## config.mk

```make
export PLATFORM = sky130hd
export DESIGN_NAME = rvex_fifo
export DESIGN_NICKNAME = d
export VERILOG_FILES = /design/src/hdl/rvex_pkg.sv /design/src/hdl/rvex_fifo.sv
export SDC_FILE = /design/constraint.sdc
export NUM_CORES = 1
export LEC_CHECK = 0
export ABC_CLOCK_PERIOD_IN_PS = 6900
export BUFFER_PORTS_ARGS = -buffer_cell sky130_fd_sc_hd__buf_2
export CAP_MARGIN = 40
export CORE_AREA = 2 2 143 145
export DETAILED_ROUTE_END_ITERATION = 7
export DIE_AREA = 0 0 145 147
export SYNTH_ARGS = -nofsm -noshare
export SYNTH_HDL_FRONTEND = slang
export SYNTH_SLANG_ARGS = --single-unit
```

## constraint.sdc

```tcl
create_clock -name clk_i -period 6.9 [get_ports clk_i]
set_input_delay 0.69 -clock clk_i [delete_from_list [all_inputs] [get_ports clk_i]]
set_output_delay 0.69 -clock clk_i [all_outputs]
set_load 0.05 [all_outputs]
```

## src/hdl/rvex_pkg.sv

```systemverilog
// Shared types and constants of the RV32I execute unit.
package rvex_pkg;

  // Major opcodes.
  localparam logic [6:0] OpcLui    = 7'h37;
  localparam logic [6:0] OpcAuipc  = 7'h17;
  localparam logic [6:0] OpcJal    = 7'h6F;
  localparam logic [6:0] OpcJalr   = 7'h67;
  localparam logic [6:0] OpcBranch = 7'h63;
  localparam logic [6:0] OpcLoad   = 7'h03;
  localparam logic [6:0] OpcStore  = 7'h23;
  localparam logic [6:0] OpcImm    = 7'h13;
  localparam logic [6:0] OpcOp     = 7'h33;
  localparam logic [6:0] OpcSystem = 7'h73;
  localparam logic [6:0] OpcFence  = 7'h0F;

  // ALU funct3 codes.
  localparam logic [2:0] F3Add  = 3'd0;
  localparam logic [2:0] F3Sll  = 3'd1;
  localparam logic [2:0] F3Slt  = 3'd2;
  localparam logic [2:0] F3Sltu = 3'd3;
  localparam logic [2:0] F3Xor  = 3'd4;
  localparam logic [2:0] F3Sr   = 3'd5;
  localparam logic [2:0] F3Or   = 3'd6;
  localparam logic [2:0] F3And  = 3'd7;

  // Branch funct3 codes.
  localparam logic [2:0] F3Beq  = 3'd0;
  localparam logic [2:0] F3Bne  = 3'd1;
  localparam logic [2:0] F3Blt  = 3'd4;
  localparam logic [2:0] F3Bge  = 3'd5;
  localparam logic [2:0] F3Bltu = 3'd6;
  localparam logic [2:0] F3Bgeu = 3'd7;

  // Load and store width codes.
  localparam logic [2:0] F3Byte  = 3'd0;
  localparam logic [2:0] F3Half  = 3'd1;
  localparam logic [2:0] F3Word  = 3'd2;
  localparam logic [2:0] F3ByteU = 3'd4;
  localparam logic [2:0] F3HalfU = 3'd5;
  localparam logic [2:0] F3Res3  = 3'd3;
  localparam logic [2:0] F3Res6  = 3'd6;
  localparam logic [2:0] F3Res7  = 3'd7;

  localparam logic [6:0] F7Zero = 7'h00;
  localparam logic [6:0] F7Alt  = 7'h20;

  localparam logic [31:0] PcStep    = 32'd4;
  localparam int unsigned ShamtW    = 5;
  localparam int unsigned UpperBits = 12;

  typedef enum logic [1:0] {
    ST_OK,
    ST_UNSUPPORTED,
    ST_ILLEGAL
  } status_e;

  typedef enum logic [3:0] {
    K_PRELOAD,
    K_LUI,
    K_AUIPC,
    K_JAL,
    K_JALR,
    K_BRANCH,
    K_LOAD,
    K_STORE,
    K_ALU,
    K_NOP
  } kind_e;

  // Decoded operation as it travels from the front to the back.
  typedef struct packed {
    kind_e       kind;
    status_e     status;
    logic [4:0]  rd;
    logic [4:0]  rs1;
    logic [4:0]  rs2;
    logic [2:0]  f3;
    logic        alt;
    logic        use_imm;
    logic [31:0] imm;
    logic [11:0] pl_addr;
    logic [7:0]  pl_data;
  } uop_t;

  typedef struct packed {
    logic push;
    uop_t uop;
  } q_wr_t;

  typedef struct packed {
    logic empty;
    logic full;
    uop_t head;
  } q_rd_t;

endpackage

```

## src/hdl/rvex_fifo.sv

```systemverilog
// Two-entry queue of decoded operations between front and back.
module rvex_fifo (
  input  logic            clk_i,
  input  logic            rst_ni,
  input  rvex_pkg::q_wr_t wr_i,
  input  logic            pop_i,
  output rvex_pkg::q_rd_t rd_o
);

  rvex_pkg::uop_t entry_q [2];
  logic           wr_ptr_q;
  logic           rd_ptr_q;
  logic [1:0]     cnt_q;

  assign rd_o.empty = (cnt_q == 2'd0);
  assign rd_o.full  = (cnt_q == 2'd2);
  assign rd_o.head  = entry_q[rd_ptr_q];

  // Entry storage.
  always_ff @(posedge clk_i) begin
    if (wr_i.push) begin
      entry_q[wr_ptr_q] <= wr_i.uop;
    end
  end

  // Pointers and fill count.
  always_ff @(posedge clk_i or negedge rst_ni) begin
    if (!rst_ni) begin
      wr_ptr_q <= 1'b0;
      rd_ptr_q <= 1'b0;
      cnt_q    <= 2'd0;
    end else begin
      if (wr_i.push) begin
        wr_ptr_q <= !wr_ptr_q;
      end
      if (pop_i) begin
        rd_ptr_q <= !rd_ptr_q;
      end
      if (wr_i.push && !pop_i) begin
        cnt_q <= cnt_q + 2'd1;
      end else if (pop_i && !wr_i.push) begin
        cnt_q <= cnt_q - 2'd1;
      end
    end
  end

endmodule

```

# After elaboration in Yosys (flattened, before gate mapping)
# Memories as Yosys holds them, arrays and structs flattened.
# Index checks and enable logic that the tools add are counted.
[totals] ff_bits=4 mem_bits_rw=156 output_inout_bits=80 wordCells=19 n_memories=1
[classes] n_addsub=2 eq_ne=1 muxes=4 reduce_logical=8
[mem_list] memory="entry_q" words=2 word_bits=78 read_ports=1 rd_ports_with_merged_regs=0 wr=1 line_no="rvex_fifo.sv:10" text="rvex_pkg::uop_t entry_q [2];"
[op_table] op="logical NOT 1 bit" count=4
[op_table] op="2-to-1 mux 2 bit" count=2
[op_table] op="adder 2 x 1 -> 2 bit (second input constant)" count=1
[op_table] op="equality test 2 bit (second input constant)" count=1
[op_table] op="logical AND 1 bit" count=2
[op_table] op="logical NOT 2 bit" count=1
[op_table] op="2-to-1 mux 1 bit" count=2
[op_table] op="nonzero test 2 bit" count=1
[op_table] op="subtractor 2 x 1 -> 2 bit (second input constant)" count=1

# Depth between registers and ports, before layout
[logic_depth] word_depth=4 depth_mapped=5 ltp_nobuf=5

# Worst setup path after synthesis
# Ideal clock, no wire load.
[synth_path] path_type="input to register" startpoint="input port wr_i[78] in the netlist's numbering" endpoint="memory entry_q[0][0] in the netlist's numbering, enable pin" setup_ns=0.524 t_arrival_ns=4.102 required_time_ns=6.376 path_slack_ns=2.273 cell_stages=1 path_cell_list="nor2b_1"
[synth_between] elab_chain_cells=2
[synth_rtl] element="from (decl)" line_no="rvex_fifo.sv:5" text="input rvex_pkg::q_wr_t wr_i,"
[synth_rtl] element="2-to-1 mux 1 bit" line_no="rvex_fifo.sv:21" text="if (wr_i.push) begin"
[synth_rtl] element="2-to-1 mux 1 bit (implied by the code)" line_no="rvex_fifo.sv:22" text="entry_q[wr_ptr_q] <= wr_i.uop;"
[synth_rtl] element="to (decl)" line_no="rvex_fifo.sv:10"
# No other way between the ends.

==> flow_metrics.tcl <==
set metrics [dict create \
    fin_crit_ns 2.85 \
    postRouteAntennaNets 0 \
    htreeDepth 4 \
    drc 0 \
    drt-initial-drc-count 104 \
    tightest_slew_ns 0.593 \
    whs_ns 0.0644 \
    placed_cells 685 \
    rr_startpoint "wr_ptr_q" \
    synth_top_flop_cell "edfxtp_1" \
    powerDensity_nw_per_um2 495 \
    cp.arrival_ns 2.16 \
    critical_path.startpoint "rd_ptr_q" \
    synth_cells 259 \
    synth_nets 342 \
    slew_viol_final 0 \
    max_stage_delay_ns 0.79 \
    grt-ovfl-total 0 \
    cts.sinks 160 \
    grt_antenna_before_repair 0 \
    die_y_um 147 \
    power_mw 3.79 \
    cts_buffers 17 \
    hold_viol 0 \
    grt_max_degree 46 \
    vias 2956 \
    viasPerCell 4.13 \
    fin_area_sq_um 7640 \
    cts-root-buf "clkbuf_16" \
    max-cap-violations 0 \
    io_pins 162 \
    status "finished, final reports clean" \
    ys_ff_latch 160 \
    fp.dieW_um 145 \
    yosysMostFrequentCell "edfxtp_1" \
    cp_num_buf_inv 2 \
    synth.area.top_cells "edfxtp_1 80%, mux2_2 13%, mux2_4 2.6%" \
    synth_edf_count 156 \
    fin_crit_sh 0.413 \
    dpl.hpwl_um 7120 \
    clk-insertion-delay-late_ns 0.41 \
    cp-end-kind "output pin" \
    grt_usage 0.103 \
    die-area_sq_um 21300 \
    criticalPathCategory "reg -> out" \
    cts_tree "yes" \
    holdCritPathClass "in -> async" \
    syn_area_per_cell_sq_um 22.6 \
    async_reset_ff_frac 0.0250 \
    first_pass_iters 4 \
    coreArea_sq_um 19800 \
    grt_setup_unrepaired "false" \
    netlist_area_sq_um 5850 \
    cts_setup_buffers 0 \
    setup_ws_ns 4.05 \
    fmax_mhz 351 \
    ys_top_cells_by_count "156 x edfxtp_1, 68 x mux2_2, 10 x mux2_4" \
    finalClockSkew_ns 0.00659 \
    grt_pass1_vias 3222 \
    setup_viol 0 \
    cp_slowest_cell "dfrtp_4" \
    fin_tns_setup_ns 0 \
    path_cells "buf_16 > mux2_2 > buf_2" \
    fin_nets 517 \
    rrSetupSlack_ns 4.94 \
    wl_per_cell_um 15.0 \
    synth_top_area_share 0.801 \
    port_buffers 161 \
    gp_congestion 0.667 \
    clk_path_buf_depth 2 \
    yosys.cell_types.count 13 \
    critPathRequiredTime_ns 6.21 \
    cp-start-kind "flop" \
    yosysSeqAreaShare 0.818 \
    cp_top_family "flip-flops" \
    clk_pin_slew_ns 0.06 \
    dpl_cell_area_sq_um 7030 \
    rr_worst_depth 3 \
    cts_repair_resize_count 0 \
    yosys_warnings 0 \
    insertedDiodeCount 0 \
    reg2reg_to "entry_q[0][62]" \
    initial_utilization 0.295 \
    slew-limit-headroom 0.605 \
    drive_above_1_share 0.619 \
    fin_cells 716 \
    hold_buffers 0 \
    final_core_util 0.385 \
    syn2layout_area_growth_pct 30.6 \
    synth_top_area_cell "edfxtp_1" \
    vdd_drop_max_mv 0.234 \
    leakagePower_nw 2.87 \
    rows 52 \
    grt_pass1_wl_um 16700 \
    routed_wl_um 10800 \
    critical_path.max_fanout 43 \
    place_ws_ns 4.43 \
]
-- placed cells by master, fill, tap and decap left out --
master      instances
clkinv_1            1
clkinv_2            2
clkinvlp_4          4
buf_2             161
mux2_4             10
dfrtp_1             3
bufinv_16           4
nor2b_1             1
edfxtp_1          156
xnor2_1             1
buf_12              1
mux2_2             68
nor2b_4             1
inv_6               2
ha_1                1
buf_4               1
inv_1               1
buf_16              2
and2_4              1
nor2_1              2
dfrtp_4             1
xor2_1              4
clkbuf_16          17
clkinv_4            1
-- cells by family (layout without fill, tap and decap cells) --
kind of cell,after synthesis,in the layout,synth area share
XOR/XNOR,5,5,0.00748
buffers and inverters,10,197,0.0115
AND/OR/NAND/NOR,5,5,0.00449
multiplexers,78,78,0.157
adder cells (fa/ha/maj),1,1,0.00214
flip-flops,160,160,0.818
-- registers in the layout, summed over array words and instances, names as in the netlist --
register / flops
rd_ptr_q: 1
entry_q: 156
wr_ptr_q: 1
cnt_q: 2
-- layer usage --
| layer | share of wire | routed length [um] | global-route usage | vias up |
|---|---|---|---|---|
| li1 | - | - | - | 1371 |
| met1 | 0.42 | 4530 | 0.117 | 1478 |
| met2 | 0.50 | 5430 | 0.178 | 95 |
| met3 | 0.058 | 624 | 0.0348 | 12 |
| met4 | 0.017 | 187 | 0.0480 | 0 |
| met5 | 0 | 0 | 0 | - |
-- power by group --
part | leakage (nW) | internal, mW | switching [mW]
Sequential | 1.51 | 1.29 | 0.0937
Clock | 0.289 | 0.603 | 0.370
Combinational | 1.07 | 0.415 | 1.01
-- how the worst max path moves through the flow --
stage	end	slack (ns)	cells after the start
finish	rd_o[6]	4.05	3
global route	rd_o[6]	3.93	3
CTS	rd_o[6]	3.96	3
detailed placement	rd_o[6]	4.43	3
global placement	rd_o[77]	4.34	2
floorplan	entry_q[0][0]	2.27	1
-- layout make-up --
| cell class | count | area (sq um) |
|---|---|---|
| fill | 1848 | 12200 |
| sequential | 160 | 4790 |
| multi-input combinational | 89 | 1010 |
| timing repair buffer | 165 | 888 |
| clock buffer | 17 | 425 |
| tap | 270 | 338 |
| clock inverter | 14 | 190 |
| inverter | 1 | 3.75 |
No activity file was read; power rests on OpenSTA's default activity.
