==> src/hdl/rvex_pkg.sv <==
// Shared types and constants of the RV32I execute unit.
package rvex_pkg;

  // Major opcodes.
  localparam logic [6:0] OpcLui    = 7'h37;
  localparam logic [6:0] OpcAuipc  = 7'h17;
  localparam logic [6:0] OpcJal    = 7'h6F;
  localparam logic [6:0] OpcJalr   = 7'h67;
  localparam logic [6:0] OpcBranch = 7'h63;
  localparam logic [6:0] OpcLoad   = 7'h03;
  localparam logic [6:0] OpcStore  = 7'h23;
  localparam logic [6:0] OpcImm    = 7'h13;
  localparam logic [6:0] OpcOp     = 7'h33;
  localparam logic [6:0] OpcSystem = 7'h73;
  localparam logic [6:0] OpcFence  = 7'h0F;

  // ALU funct3 codes.
  localparam logic [2:0] F3Add  = 3'd0;
  localparam logic [2:0] F3Sll  = 3'd1;
  localparam logic [2:0] F3Slt  = 3'd2;
  localparam logic [2:0] F3Sltu = 3'd3;
  localparam logic [2:0] F3Xor  = 3'd4;
  localparam logic [2:0] F3Sr   = 3'd5;
  localparam logic [2:0] F3Or   = 3'd6;
  localparam logic [2:0] F3And  = 3'd7;

  // Branch funct3 codes.
  localparam logic [2:0] F3Beq  = 3'd0;
  localparam logic [2:0] F3Bne  = 3'd1;
  localparam logic [2:0] F3Blt  = 3'd4;
  localparam logic [2:0] F3Bge  = 3'd5;
  localparam logic [2:0] F3Bltu = 3'd6;
  localparam logic [2:0] F3Bgeu = 3'd7;

  // Load and store width codes.
  localparam logic [2:0] F3Byte  = 3'd0;
  localparam logic [2:0] F3Half  = 3'd1;
  localparam logic [2:0] F3Word  = 3'd2;
  localparam logic [2:0] F3ByteU = 3'd4;
  localparam logic [2:0] F3HalfU = 3'd5;
  localparam logic [2:0] F3Res3  = 3'd3;
  localparam logic [2:0] F3Res6  = 3'd6;
  localparam logic [2:0] F3Res7  = 3'd7;

  localparam logic [6:0] F7Zero = 7'h00;
  localparam logic [6:0] F7Alt  = 7'h20;

  localparam logic [31:0] PcStep    = 32'd4;
  localparam int unsigned ShamtW    = 5;
  localparam int unsigned UpperBits = 12;

  typedef enum logic [1:0] {
    ST_OK,
    ST_UNSUPPORTED,
    ST_ILLEGAL
  } status_e;

  typedef enum logic [3:0] {
    K_PRELOAD,
    K_LUI,
    K_AUIPC,
    K_JAL,
    K_JALR,
    K_BRANCH,
    K_LOAD,
    K_STORE,
    K_ALU,
    K_NOP
  } kind_e;

  // Decoded operation as it travels from the front to the back.
  typedef struct packed {
    kind_e       kind;
    status_e     status;
    logic [4:0]  rd;
    logic [4:0]  rs1;
    logic [4:0]  rs2;
    logic [2:0]  f3;
    logic        alt;
    logic        use_imm;
    logic [31:0] imm;
    logic [11:0] pl_addr;
    logic [7:0]  pl_data;
  } uop_t;

  typedef struct packed {
    logic push;
    uop_t uop;
  } q_wr_t;

  typedef struct packed {
    logic empty;
    logic full;
    uop_t head;
  } q_rd_t;

endpackage

==> src/hdl/rvex_if.sv <==
// Handshake interfaces of the execute unit's input and result channels.
interface rvex_in_if;
  logic        valid;
  logic        ready;
  logic        cmd;
  logic [31:0] instr_word;
  logic [11:0] preload_addr;
  logic [7:0]  preload_data;

  modport source (output valid, cmd, instr_word, preload_addr, preload_data, input ready);
  modport sink (input valid, cmd, instr_word, preload_addr, preload_data, output ready);
endinterface


==> src/hdl/rvex_front.sv <==
// Front end: accepts input transactions and decodes them into operations.
module rvex_front (
  rvex_in_if.sink            in_i,
  input  logic               q_full_i,
  input  logic               busy_i,
  output rvex_pkg::q_wr_t    q_o
);

  logic [31:0]     w;
  logic [31:0]     imm_i;
  rvex_pkg::uop_t  uop;

  // Accept whenever the queue has room and memory clearing is over.
  assign in_i.ready = !q_full_i && !busy_i;
  assign w          = in_i.instr_word;
  assign imm_i      = {{20{w[31]}}, w[31:20]};

  // Instruction decoder with legality checks.
  always_comb begin
    uop         = '0;
    uop.kind    = rvex_pkg::K_NOP;
    uop.status  = rvex_pkg::ST_OK;
    uop.rd      = w[11:7];
    uop.rs1     = w[19:15];
    uop.rs2     = w[24:20];
    uop.f3      = w[14:12];
    uop.imm     = imm_i;
    uop.pl_addr = in_i.preload_addr;
    uop.pl_data = in_i.preload_data;
    if (in_i.cmd) begin
      uop.kind = rvex_pkg::K_PRELOAD;
    end else begin
      unique case (w[6:0])
        rvex_pkg::OpcLui: begin
          uop.kind = rvex_pkg::K_LUI;
          uop.imm  = {w[31:rvex_pkg::UpperBits], {rvex_pkg::UpperBits{1'b0}}};
        end
        rvex_pkg::OpcAuipc: begin
          uop.kind = rvex_pkg::K_AUIPC;
          uop.imm  = {w[31:rvex_pkg::UpperBits], {rvex_pkg::UpperBits{1'b0}}};
        end
        rvex_pkg::OpcJal: begin
          uop.kind = rvex_pkg::K_JAL;
          uop.imm  = {{12{w[31]}}, w[19:12], w[20], w[30:21], 1'b0};
        end
        rvex_pkg::OpcJalr: begin
          if (w[14:12] != 3'd0) begin
            uop.status = rvex_pkg::ST_ILLEGAL;
          end else begin
            uop.kind = rvex_pkg::K_JALR;
          end
        end
        rvex_pkg::OpcBranch: begin
          if (w[14:12] == rvex_pkg::F3Slt || w[14:12] == rvex_pkg::F3Sltu) begin
            uop.status = rvex_pkg::ST_ILLEGAL;
          end else begin
            uop.kind = rvex_pkg::K_BRANCH;
            uop.imm  = {{20{w[31]}}, w[7], w[30:25], w[11:8], 1'b0};
          end
        end
        rvex_pkg::OpcLoad: begin
          if (w[14:12] inside {rvex_pkg::F3Res3, rvex_pkg::F3Res6, rvex_pkg::F3Res7}) begin
            uop.status = rvex_pkg::ST_ILLEGAL;
          end else begin
            uop.kind = rvex_pkg::K_LOAD;
          end
        end
        rvex_pkg::OpcStore: begin
          if (w[14:12] > rvex_pkg::F3Word) begin
            uop.status = rvex_pkg::ST_ILLEGAL;
          end else begin
            uop.kind = rvex_pkg::K_STORE;
            uop.imm  = {{21{w[31]}}, w[30:25], w[11:7]};
          end
        end
        rvex_pkg::OpcImm: begin
          uop.use_imm = 1'b1;
          if (w[14:12] == rvex_pkg::F3Sll && w[31:25] != rvex_pkg::F7Zero) begin
            uop.status = rvex_pkg::ST_ILLEGAL;
          end else if (w[14:12] == rvex_pkg::F3Sr && w[31:25] != rvex_pkg::F7Zero
                       && w[31:25] != rvex_pkg::F7Alt) begin
            uop.status = rvex_pkg::ST_ILLEGAL;
          end else begin
            uop.kind = rvex_pkg::K_ALU;
            uop.alt  = (w[14:12] == rvex_pkg::F3Sr) && (w[31:25] == rvex_pkg::F7Alt);
          end
        end
        rvex_pkg::OpcOp: begin
          if (w[31:25] != rvex_pkg::F7Zero && !(w[31:25] == rvex_pkg::F7Alt
              && (w[14:12] == rvex_pkg::F3Add || w[14:12] == rvex_pkg::F3Sr))) begin
            uop.status = rvex_pkg::ST_ILLEGAL;
          end else begin
            uop.kind = rvex_pkg::K_ALU;
            uop.alt  = (w[31:25] == rvex_pkg::F7Alt);
          end
        end
        rvex_pkg::OpcSystem, rvex_pkg::OpcFence: begin
          uop.status = rvex_pkg::ST_UNSUPPORTED;
        end
        default: begin
          uop.status = rvex_pkg::ST_ILLEGAL;
        end
      endcase
    end
  end

  assign q_o.push = in_i.valid && in_i.ready;
  assign q_o.uop  = uop;

endmodule

==> src/flat_wrapper.sv <==
// flat-port wrapper written by rule: the top's interface ports become plain ports
module rvex_front_flat 
  (q_full_i, busy_i, q_o, in_i_valid, in_i_cmd, in_i_instr_word, in_i_preload_addr, in_i_preload_data, in_i_ready);
  rvex_in_if in_i_i ();
  input  logic q_full_i;
  input  logic busy_i;
  output rvex_pkg::q_wr_t q_o;
  input wire logic [$bits(in_i_i.valid)-1:0] in_i_valid;
  input wire logic [$bits(in_i_i.cmd)-1:0] in_i_cmd;
  input wire logic [$bits(in_i_i.instr_word)-1:0] in_i_instr_word;
  input wire logic [$bits(in_i_i.preload_addr)-1:0] in_i_preload_addr;
  input wire logic [$bits(in_i_i.preload_data)-1:0] in_i_preload_data;
  output wire logic [$bits(in_i_i.ready)-1:0] in_i_ready;
  assign in_i_i.valid = in_i_valid;
  assign in_i_i.cmd = in_i_cmd;
  assign in_i_i.instr_word = in_i_instr_word;
  assign in_i_i.preload_addr = in_i_preload_addr;
  assign in_i_i.preload_data = in_i_preload_data;
  assign in_i_ready = in_i_i.ready;
  rvex_front u_core (.in_i(in_i_i), .q_full_i(q_full_i), .busy_i(busy_i), .q_o(q_o));
endmodule
==> config.mk <==
export PLATFORM = sky130hd
export DESIGN_NAME = rvex_front_flat
export DESIGN_NICKNAME = d
export VERILOG_FILES = /design/src/hdl/rvex_pkg.sv /design/src/hdl/rvex_if.sv /design/src/hdl/rvex_front.sv /design/src/flat_wrapper.sv
export SDC_FILE = /design/constraint.sdc
export NUM_CORES = 1
export LEC_CHECK = 0
export BUFFER_PORTS_ARGS = -buffer_cell sky130_fd_sc_hd__buf_4
export CORE_UTILIZATION = 35
export DETAILED_ROUTE_END_ITERATION = 8
export GPL_ROUTABILITY_DRIVEN = 0
export PLACE_DENSITY_LB_ADDON = 0.08
export SYNTH_ARGS = -nofsm -noshare
export SYNTH_HDL_FRONTEND = slang
export SYNTH_SLANG_ARGS = --single-unit
==> constraint.sdc <==
create_clock -name vclk -period 1.6
set_input_delay 0.08 -clock vclk [all_inputs]
set_output_delay 0.08 -clock vclk [all_outputs]
set_load 0.01 [all_outputs]
# ---- Word-level counts from Yosys, hierarchy flattened
# Cells that the tools add are included.
dict set report totals {
  out_inout_bits 80
  register_bits 0
  elab_cells 67
}
dict set report classes {
  n_reduce_logical 20
  magnitude_cmp 1
  muxes 27
  n_eq_ne 19
}
# op n
set ops {}
lappend ops {{$pmux W31 S4} 1}
lappend ops {{$pmux W4 S9} 1}
lappend ops {{$mux W34} 1}
lappend ops {{$eq A7 B6 Y1 const B} 4}
lappend ops {{$eq A7 B7 Y1 const B} 4}
lappend ops {{$mux W4} 6}
lappend ops {{$mux W2} 8}
lappend ops {{$pmux W2 S8} 1}
lappend ops {{$eq A7 B5 Y1 const B} 2}
lappend ops {{$mux W12} 1}
lappend ops {{$eq A3 B3 Y1 const B} 3}
lappend ops {{$logic_and A1 B1 Y1} 8}
lappend ops {{$eq A7 B2 Y1 const B} 1}
lappend ops {{$eq A7 B4 Y1 const B} 1}
lappend ops {{$ne A7 B6 Y1 const B} 1}
lappend ops {{$reduce_bool A7 Y1} 1}
lappend ops {{$eq A3 B2 Y1 const B} 2}
lappend ops {{$mux W1} 6}
lappend ops {{$reduce_bool A3 Y1} 2}
lappend ops {{$mux W5} 1}
lappend ops {{$reduce_or A2 Y1} 2}
lappend ops {{$eq A3 B1 Y1 const B} 1}
lappend ops {{$gt A3 B2 Y1 const B} 1}
lappend ops {{$logic_not A1 Y1} 3}
lappend ops {{other kinds (4)} 5}

# ---- Logic depth before layout (Yosys ltp)
# Gate-level depths: netlist (run 1).
dict set report depth {
  depth_word 8
  ltp_mapped 7
}

# ---- Worst setup path after synthesis (run 1)
# Ideal clock, no wire load.
dict set report synth_timing {
  kind {input to output}
  start {in in_i_instr_word[4]}
  end {out q_o[76] (netlist bit)}
  path_stages 5
  required_ps 1520
  setup_slack_ps 143
  arrival_time_ps 1377
  cell_sequence {buf_2 -> and3b_1 -> nand2_1 -> and2_1 -> a2111oi_0}
}
# item line
set synth_rtl {}
lappend synth_rtl {{start: declaration} flat_wrapper.sv:10} ;# input wire logic [$bits(in_i_i.instr_word)-1:0] in_i_instr_word;
lappend synth_rtl {{end: declaration} flat_wrapper.sv:7} ;# output rvex_pkg::q_wr_t q_o;

==> results of run 1 <==
-- stage by stage --
step / TNS [ns] / instance area, um2 / total power, uW
2_1_floorplan: 0 / 1110 / 253
3_3_place_gp: -0.250 / 1660 / 403
4_1_cts: -0.0303 / 1700 / 420
5_1_grt: -0.118 / 1760 / 461
3_5_place_dp: -0.388 / 1660 / 410
6_report: 0 / 1760 / 431
-- what timing repair did --
action	4_1_cts	5_1_grt
resized for setup	9	15
setup endpoints to repair	5	16
pin swaps	3	4
buffers inserted	0	1
-- cells in the final DEF (no fill, tap or decap), drive strengths merged, types with 2 or more instances in the layout --
cell type / n
a22oi: 2
a22o: 4
o31ai: 10
nor2b: 8
inv: 10
and3b: 2
nor3: 4
o21ai: 9
a21o: 11
nor4: 3
a31oi: 5
nor2: 7
a2111oi: 2
and2: 4
buf: 113
nand2: 9
o211ai: 2
nand3: 2
a21oi: 8
-- Yosys cell counts (2+ instances only) --
cell	instances
sky130_fd_sc_hd__nor3_1	4
sky130_fd_sc_hd__inv_1	11
sky130_fd_sc_hd__nor2b_1	8
sky130_fd_sc_hd__clkbuf_1	6
sky130_fd_sc_hd__a22o_1	4
sky130_fd_sc_hd__a21o_1	11
sky130_fd_sc_hd__nor4_1	3
sky130_fd_sc_hd__o211ai_1	2
sky130_fd_sc_hd__buf_2	4
sky130_fd_sc_hd__nor2_1	6
sky130_fd_sc_hd__a21oi_1	8
sky130_fd_sc_hd__a2111oi_0	2
sky130_fd_sc_hd__and2_1	4
sky130_fd_sc_hd__and3b_1	2
sky130_fd_sc_hd__buf_4	39
sky130_fd_sc_hd__o21ai_0	8
sky130_fd_sc_hd__nand2_1	9
sky130_fd_sc_hd__a22oi_1	2
sky130_fd_sc_hd__o31ai_1	10
sky130_fd_sc_hd__a31oi_1	5
-- layer usage --
| metal | track usage | vias up | wire (um) |
|---|---|---|---|
| met2 | 0.424 | 76 | 2230 |
| met4 | 0.0272 | 0 | 36 |
| met5 | 0 | - | 0 |
| met3 | 0.0330 | 8 | 278 |
| li1 | - | 707 | - |
| met1 | 0.242 | 675 | 1490 |
-- where the power goes --
group	switching (uW)	internal, uW	total [uW]	leakage (uW)
Combinational	205	226	431	0.000883
Sequential	0	0	0	0
Clock	0	0	0	0
Total	205	226	431	0.000883
-- logic make-up after synthesis --
family                    after synthesis
AOI/OAI and AO/OA                      61
buffers and inverters                  61
and+or+nand+nor                        46
xor gates and xnor gates                1
muxes                                   1
-- path summary, 6_finish.rpt --
path	endpoint	slack [ns]	cells past startpoint
setup / recovery	q_o[73]	0.01	7
hold / removal	q_o[16]	0.16	0
-- worst max-delay path, cell delays in order --
cell	delay, ns
sky130_fd_sc_hd__buf_6	0.09
sky130_fd_sc_hd__or4_4	0.56
sky130_fd_sc_hd__a2111oi_4	0.22
sky130_fd_sc_hd__o31ai_1	0.11
sky130_fd_sc_hd__a22oi_2	0.18
sky130_fd_sc_hd__a31oi_1	0.11
sky130_fd_sc_hd__buf_4	0.15
-- area by class of cell --
class | count | area, um2
Timing Repair Buffer | 113 | 871
Tap cell | 44 | 55.1
Inverter | 11 | 45.0
Multi-Input combinational cell | 109 | 790
Fill cell | 297 | 1270
==> reports/summary.md, run 1 <==
### Outcome
- **status** completed

### Worst hold path
- **type of the tightest min-delay check** input port to output pin
- **critical hold path startpoint** in_i_preload_addr[8]

### GRT
- **Global Route Usage Sum** 0.213
- **global-route wire length before repair** 5910 um
- **GRT Residual Overflow** 0
- **pin count of the biggest net entering global routing** 23
- **initial antenna violation count** 0
- **number of global-route vias before repair** 1345

### Cells and area
- **nets** 291
- **share of layout cells above drive strength 1** 0.554
- **clock tree buffer count of the final layout** 0
- **seq_cells** 0
- **share of the core filled with cells** 0.581
- **final cell count without fillers** 277
- **synthesis-to-layout area growth** 57.9%
- **n_diodes** 0
- **sequential cell area** 0 um2

### Route
- **Residual DRC** 0
- **first drt pass iteration count** 4
- **overall routed net length** 4030 um
- **post-DR wirelength/cell** 14.6 um
- **DRC violation total after the first TritonRoute iteration** 74
- **per-cell via count in the routed design** 5.29
- **antenna viol nets, final** 0
- **total via count after detailed routing** 1466

### STA
- **final setup violation count** 0
- **min setup slack post-route** 0.0107 ns
- **final hold viol count** 0
- **RSZ-0062 raised after global routing** yes
- **period utilisation layout** 0.993
- **f_max** 629 MHz
- **Max-Slew Margin vs Limit** 0.694
- **minimum period implied by the final worst setup slack** 1.59 ns
- **max-slew violation count** 0
- **Worst Hold Slack** 0.160 ns
- **Least-Margin Pin Slew** 0.457 ns

### Logic synthesis
- **largest cells by area after synthesis** sky130_fd_sc_hd__buf_4 26%, sky130_fd_sc_hd__a21o_1 7.4%, sky130_fd_sc_hd__o31ai_1 6.7%
- **Post-Synth XOR/XNOR Area** 0.00786
- **total number of yosys warnings** 0
- **Synth Net Count** 226
- **simple-gate portion of the synthesized area** 0.248
- **compound-gate portion of the synthesized area** 0.387
- **arithmetic-cell share of the synthesized area counting full adders, half adders and majority gates** 0
- **Mapped Avg Cell Area** 6.56 um2
- **Netlist Area Pre-Place** 1110 um2
- **largest family of logic cells by synthesized area** compound AO/OA/AOI/OAI gates
- **cell count after synthesis** 170
- **Distinct cells, synth** 42
- **mux cell area share after synthesis** 0.00898
- **most area-hungry cell type in the Yosys netlist** sky130_fd_sc_hd__buf_4
- **portion of the post-synthesis area used by sequential elements** 0
- **area share of the largest cell type after synthesis** 0.263

### Pwr
- **highest ir drop seen on vdd** 0.125 mV
- **power density over cell area** 245 nW/um2
- **leakage power of the design** 0.000883 uW

### Job
- **max capacitance violation total** 0

### Critical path
- **Arrival @ worst endpoint** 1.51 ns
- **required time at the worst-slack endpoint** 1.52 ns
- **worst-path fanout max** 2
- **sort of element at the end of the critical path** output pin
- **startpoint-to-endpoint class of the critical path** input port to output pin
- **origin of the worst setup path** in_i_instr_word[26]
- **critical path launch point type** input port

### Floorplanning
- **Chip Width** 58.4 um
- **Std-Cell Rows** 20
- **top-level I/O count** 136
- **Die Footprint** 3410 um2
- **initial core utilization** 0.368
- **core area** 3030 um2
- **die boundary height** 58.4 um

### Place
- **total placed cells including tap cells** 276
- **number of port buffers** 96
- **worst slack at placement** -0.190 ns
- **Final HPWL DP** 3270 um

### Clock network
- **hold buffer count at cts** 0

No activity file was read; power rests on OpenSTA's default activity.
==> run 2, diff against run 1 <==
==> constraint.sdc (replaced) <==
create_clock -name vclk -period 1.6
set_input_delay 0.4 -clock vclk [all_inputs]
set_output_delay 0.4 -clock vclk [all_outputs]
set_load 0.01 [all_outputs]
==> run 2 against run 1 <==
Critical path depth decreased by 1. Worst setup slack got worse by 0.60 ns. Count of clock-buffer cells in the layout unchanged. Cell count increased by 15%. The flow now finishes with violations (negative setup slack). Via count increased by 16%. Largest cell class unchanged. Total power increased by 31%. Sequential cell count unchanged. Wire length increased by 25%. Combinational power increased by 31%. Non-clock buffer count increased by 41.
==> reports/summary.md, run 2 (synthesized netlist as in run 1, its figures left out) <==
### STA
- **f_max** 457 MHz, was 629 MHz
- **minimum period implied by the final worst setup slack** 2.19 ns, was 1.59 ns
- **final hold viol count** 0, unchanged
- **final setup violation count** 39, was 0
- **min setup slack post-route** -0.588 ns, was 0.0107 ns
- **Least-Margin Pin Slew** 0.343 ns, was 0.457 ns
- **final total negative setup slack** -16.59 ns, was 0 ns
- **RSZ-0062 raised after global routing** yes, unchanged
- **max-slew violation count** 0, unchanged
- **Max-Slew Margin vs Limit** 0.770, was 0.694
- **period utilisation layout** 1.37, was 0.993
- **Worst Hold Slack** 0.800 ns, was 0.160 ns

### Cells and area
- **filler cell count** 215, was 297
- **most common cell after layout, fill and taps aside** sky130_fd_sc_hd__buf_4, unchanged
- **clock tree buffer count of the final layout** 0, unchanged
- **most frequent cells in the layout** 116 x sky130_fd_sc_hd__buf_4, 35 x sky130_fd_sc_hd__buf_6, 11 x sky130_fd_sc_hd__a21o_1, was 108 x sky130_fd_sc_hd__buf_4, 11 x sky130_fd_sc_hd__a21o_1, 10 x sky130_fd_sc_hd__inv_1, 10 x sky130_fd_sc_hd__o31ai_1, 9 x sky130_fd_sc_hd__nand2_1
- **final cell count without fillers** 319, was 277
- **nets** 333, was 291
- **sequential cell area** 0 um2, unchanged
- **share of layout cells above drive strength 1** 0.720, was 0.554
- **synthesis-to-layout area growth** 115%, was 57.9%
- **n_diodes** 0, unchanged
- **share of the core filled with cells** 0.790, was 0.581
- **seq_cells** 0, unchanged

### Critical path
- **worst-path fanout max** 5, was 2
- **critical path launch point type** input port, unchanged
- **startpoint-to-endpoint class of the critical path** input port to output pin, unchanged
- **Arrival @ worst endpoint** 1.79 ns, was 1.51 ns
- **sort of element at the end of the critical path** output pin, unchanged
- **required time at the worst-slack endpoint** 1.20 ns, was 1.52 ns
- **origin of the worst setup path** in_i_instr_word[2], was in_i_instr_word[26]

### Floorplanning
- **top-level I/O count** 136, unchanged
- **Std-Cell Rows** 20, unchanged
- **core area** 3030 um2, unchanged
- **initial core utilization** 0.368, unchanged
- **die boundary height** 58.4 um, unchanged
- **Die Footprint** 3410 um2, unchanged
- **Chip Width** 58.4 um, unchanged

### Route
- **Residual DRC** 0, unchanged
- **met2 wire length** 2660 um, was 2230 um
- **antenna viol nets, final** 0, unchanged
- **first drt pass iteration count** 4, unchanged
- **per-cell via count in the routed design** 5.34, was 5.29
- **DRC violation total after the first TritonRoute iteration** 73, was 74
- **overall routed net length** 5050 um, was 4030 um
- **post-DR wirelength/cell** 15.8 um, was 14.6 um
- **detailed-routing wirelength on met1** 1920 um, was 1490 um
- **detailed-routed wire length on met3** 369 um, was 278 um
- **highest routed metal layer** met4, unchanged
- **total via count after detailed routing** 1704, was 1466

### GRT
- **global-route wire length before repair** 6770 um, was 5910 um
- **initial antenna violation count** 0, unchanged
- **Global Route Usage Sum** 0.244, was 0.213
- **number of global-route vias before repair** 1537, was 1345
- **pin count of the biggest net entering global routing** 16, was 23
- **GRT Residual Overflow** 0, unchanged

### Clock network
- **hold buffer count at cts** 0, unchanged

### Pwr
- **PnR Total Power** 565 uW, was 431 uW
- **leakage power of the design** 0.00120 uW, was 0.000883 uW
- **internal portion of total power** 311 uW, was 226 uW
- **highest ir drop seen on vdd** 0.137 mV, was 0.125 mV
- **fraction of power spent switching nets** 0.449, was 0.475
- **Comb pwr share** 1.000, about the same
- **P_sw** 254 uW, was 205 uW
- **part of the power in the clock network** 0, about the same
- **relative contribution of sequential cells to total power** 0, about the same
- **power density over cell area** 236 nW/um2, was 245 nW/um2

### Place
- **Final HPWL DP** 3460 um, was 3270 um
- **total placed cells including tap cells** 304, was 276
- **number of port buffers** 96, unchanged

### Outcome
- **violated checks** negative setup slack
- **status** complete, but fails checks, was completed

### Worst hold path
- **type of the tightest min-delay check** input port to output pin, unchanged
- **critical hold path startpoint** in_i_preload_addr[4], was in_i_preload_addr[8]

### Job
- **max capacitance violation total** 0, unchanged

==> run 2: through the flow <==
stage / cell area [um2] / worst slack [ns]
after floorplan: 1200 / -0.380
after global placement: 1970 / -0.667
after detailed placement: 1970 / -0.686
after CTS: 2230 / -0.659
after global routing: 2390 / -0.648
final: 2390 / -0.588
==> run 2: area by class of cell <==
class / instances / area, um2 / area share
multi-input combinational: 110 / 977 / 0.408
tap: 44 / 55.1 / 0.0230
timing repair buffer: 154 / 1320 / 0.551
inverter: 11 / 41.3 / 0.0173
==> run 2: path summary, 6_finish.rpt <==
path | end | slack, ns | cells past startpoint
max | q_o[23] | -0.59 | 6
min | q_o[12] | 0.80 | 0
==> run 2: timing repair <==
| action | in CTS | in global routing |
|---|---|---|
| endpoints found under the hold margin | 0 | 0 |
| resized for setup | 50 | 34 |
| buffers inserted | 7 | 5 |
| pin swaps | 25 | 6 |
| cloned | 3 | 0 |
| endpoints found under the setup margin | 39 | 39 |
==> run 2: power groups by stage <==
stage | logic [uW] | clock network [uW] | registers [uW]
floorplan | 265 | 0 | 0
global placement | 462 | 0 | 0
detailed placement | 473 | 0 | 0
CTS | 520 | 0 | 0
global route | 594 | 0 | 0
finish | 565 | 0 | 0
==> run 2: worst max-delay path, cell delays in order <==
cell                       delay, ns
sky130_fd_sc_hd__buf_12         0.11
sky130_fd_sc_hd__and4bb_4       0.36
sky130_fd_sc_hd__nand3_4        0.11
sky130_fd_sc_hd__a2111o_1       0.44
sky130_fd_sc_hd__a22o_1         0.24
sky130_fd_sc_hd__buf_6          0.13
==> run 2: metal layers <==
metal / global-route usage / vias up
met5: 0 / -
met4: 0.0748 / 0
met3: 0.00659 / 14
met2: 0.486 / 94
met1: 0.279 / 801
li1: - / 795
==> run 3, diff against run 2 <==
CELL_PAD_IN_SITES_DETAIL_PLACEMENT = 0   (was default)
CELL_PAD_IN_SITES_GLOBAL_PLACEMENT = 2   (was default)
CORE_UTILIZATION = 14   (was 35)
TNS_END_PERCENT = 50   (was default)
==> run 3 against run 2 <==
The flow still finishes with violations (negative setup slack). Cell count rose by 17%. Wire length rose by 3.8%. Combinational power barely moved. Non-clock buffer count decreased by 4. Hold slack unchanged. Critical path type unchanged. Critical endpoint is now q_o[74].
==> reports/summary.md, run 3 (synthesized netlist as in run 1, its figures left out) <==
### Cells and area
- **synthesis-to-layout area growth** 119%, was 115%
- **n_diodes** 0, unchanged
- **nets** 329, was 333
- **clock tree buffer count of the final layout** 0, unchanged
- **share of the core filled with cells** 0.316, was 0.790
- **final cell count without fillers** 373, was 319
- **design area** 2440 um2, was 2390 um2
- **sequential cell area** 0 um2, unchanged
- **most frequent cells in the layout** 119 x sky130_fd_sc_hd__buf_4, 28 x sky130_fd_sc_hd__buf_6, 11 x sky130_fd_sc_hd__a21o_1, was 116 x sky130_fd_sc_hd__buf_4, 35 x sky130_fd_sc_hd__buf_6, 11 x sky130_fd_sc_hd__a21o_1
- **share of layout cells above drive strength 1** 0.720, about the same
- **most common cell after layout, fill and taps aside** sky130_fd_sc_hd__buf_4, unchanged
- **seq_cells** 0, unchanged

### GRT
- **Global Route Usage Sum** 0.120, was 0.244
- **initial antenna violation count** 0, unchanged
- **pin count of the biggest net entering global routing** 18, was 16
- **number of global-route vias before repair** 1725, was 1537
- **global-route wire length before repair** 8250 um, was 6770 um
- **GRT Residual Overflow** 0, unchanged

### Floorplanning
- **Die Footprint** 8320 um2, was 3410 um2
- **die boundary height** 91.2 um, was 58.4 um
- **top-level I/O count** 136, unchanged
- **initial core utilization** 0.144, was 0.368
- **Chip Width** 91.2 um, was 58.4 um
- **core area** 7730 um2, was 3030 um2
- **Std-Cell Rows** 32, was 20

### Critical path
- **startpoint-to-endpoint class of the critical path** input port to output pin, unchanged
- **worst-path fanout max** 3, was 5
- **critical path launch point type** input port, unchanged
- **cell at the slowest stage of the critical path** sky130_fd_sc_hd__or4_4, was sky130_fd_sc_hd__a2111o_1
- **buffers plus inverters on the worst setup path** 2, unchanged
- **highest cell delay on the worst timing path** 0.57 ns, was 0.44 ns
- **critical path cell sequence** buf_6 -> or4_4 -> nor3_4 -> a31oi_1 -> a22oi_2 -> a31oi_1 -> buf_4, was buf_12 -> and4bb_4 -> nand3_4 -> a2111o_1 -> a22o_1 -> buf_6
- **Arrival @ worst endpoint** 1.83 ns, was 1.79 ns
- **largest delay contributor family on the critical path** simple AND/OR/NAND/NOR gates, was compound AO/OA/AOI/OAI gates
- **required time at the worst-slack endpoint** 1.20 ns, about the same
- **sort of element at the end of the critical path** output pin, unchanged
- **library cell appearing most often on the critical path** sky130_fd_sc_hd__a31oi_1

### Outcome
- **status** complete, but fails checks, unchanged
- **violated checks** negative setup slack, unchanged

### Pwr
- **Comb pwr share** 1.000, about the same
- **fraction of power spent switching nets** 0.453, was 0.449
- **leakage power of the design** 0.00118 uW, was 0.00120 uW
- **P_sw** 256 uW, was 254 uW
- **highest ir drop seen on vdd** 0.0823 mV, was 0.137 mV
- **power density over cell area** 231 nW/um2, was 236 nW/um2
- **part of the power in the clock network** 0, about the same
- **internal portion of total power** 309 uW, was 311 uW
- **relative contribution of sequential cells to total power** 0, about the same

### STA
- **Max-Slew Margin vs Limit** 0.755, was 0.770
- **minimum period implied by the final worst setup slack** 2.23 ns, was 2.19 ns
- **final hold viol count** 0, unchanged
- **Worst Hold Slack** 0.800 ns, unchanged
- **max-slew violation count** 0, unchanged
- **Least-Margin Pin Slew** 0.366 ns, was 0.343 ns
- **RSZ-0062 raised after global routing** yes, unchanged
- **period utilisation layout** 1.40, was 1.37
- **final setup violation count** 39, unchanged
- **f_max** 448 MHz, was 457 MHz
- **min setup slack post-route** -0.632 ns, was -0.588 ns

### Worst hold path
- **type of the tightest min-delay check** input port to output pin, unchanged

### Route
- **per-cell via count in the routed design** 4.44, was 5.34
- **DRC violation total after the first TritonRoute iteration** 36, was 73
- **overall routed net length** 5240 um, was 5050 um
- **total via count after detailed routing** 1657, was 1704
- **Residual DRC** 0, unchanged
- **post-DR wirelength/cell** 14.1 um, was 15.8 um
- **first drt pass iteration count** 5, was 4
- **antenna viol nets, final** 0, unchanged

### Place
- **Final HPWL DP** 4220 um, was 3460 um
- **cell area after placement** 2050 um2, was 1970 um2
- **worst slack at placement** -0.736 ns, was -0.686 ns
- **total placed cells including tap cells** 365, was 304
- **number of port buffers** 96, unchanged

### Job
- **max capacitance violation total** 0, unchanged

## run 3: cell count changes in the layout (fill, tap and decap cells not counted), moves of 2 or more
cell / before / now
sky130_fd_sc_hd__buf_6: 35 / 28
sky130_fd_sc_hd__buf_4: 116 / 119
sky130_fd_sc_hd__nor2b_1: 3 / 6
sky130_fd_sc_hd__o31ai_1: 5 / 2
sky130_fd_sc_hd__o31ai_2: 5 / 8
sky130_fd_sc_hd__nor2b_4: 5 / 3
sky130_fd_sc_hd__nor3_4: 2 / 4
## run 3: layout make-up
type | instances | area, um2
multi-input combinational | 110 | 1010
fill | 850 | 5290
timing repair buffer | 150 | 1260
tap | 102 | 128
inverter | 11 | 41.3
## run 3: path summary, 6_finish.rpt
kind                            startpoint      end  slack (ns)  cells past startpoint
worst max-delay path   in_i_instr_word[26]  q_o[74]       -0.63                      7
worst min-delay path  in_i_preload_addr[9]  q_o[17]        0.80                      0
## run 3: power groups by stage
stage          clock [uW]  sequential [uW]  combinational (uW)
2_1_floorplan           0                0                 262
3_3_place_gp            0                0                 489
3_5_place_dp            0                0                 491
4_1_cts                 0                0                 536
5_1_grt                 0                0                 607
6_report                0                0                 564
## run 3: per-stage QoR
stage	total power (uW)	setup TNS [ns]
finish	564	-15.80
CTS	536	-15.92
global route	607	-18.27
detailed placement	491	-22.45
global placement	489	-21.44
floorplan	262	-10.64
## run 3: routing by layer
layer	track usage	wire length, um	up-vias
li1	-	-	785
met1	0.141	2160	772
met2	0.232	2690	84
met3	0.0176	349	16
met4	0.0146	46	0
met5	0	0	-
## run 3: what timing repair did
action / CTS / global route
pin swaps: 14 / 9
resized for setup: 51 / 34
hold buffers: 0 / 0
buffers inserted: 3 / 4
cloned: 1 / 0
setup endpoints to repair: 39 / 39
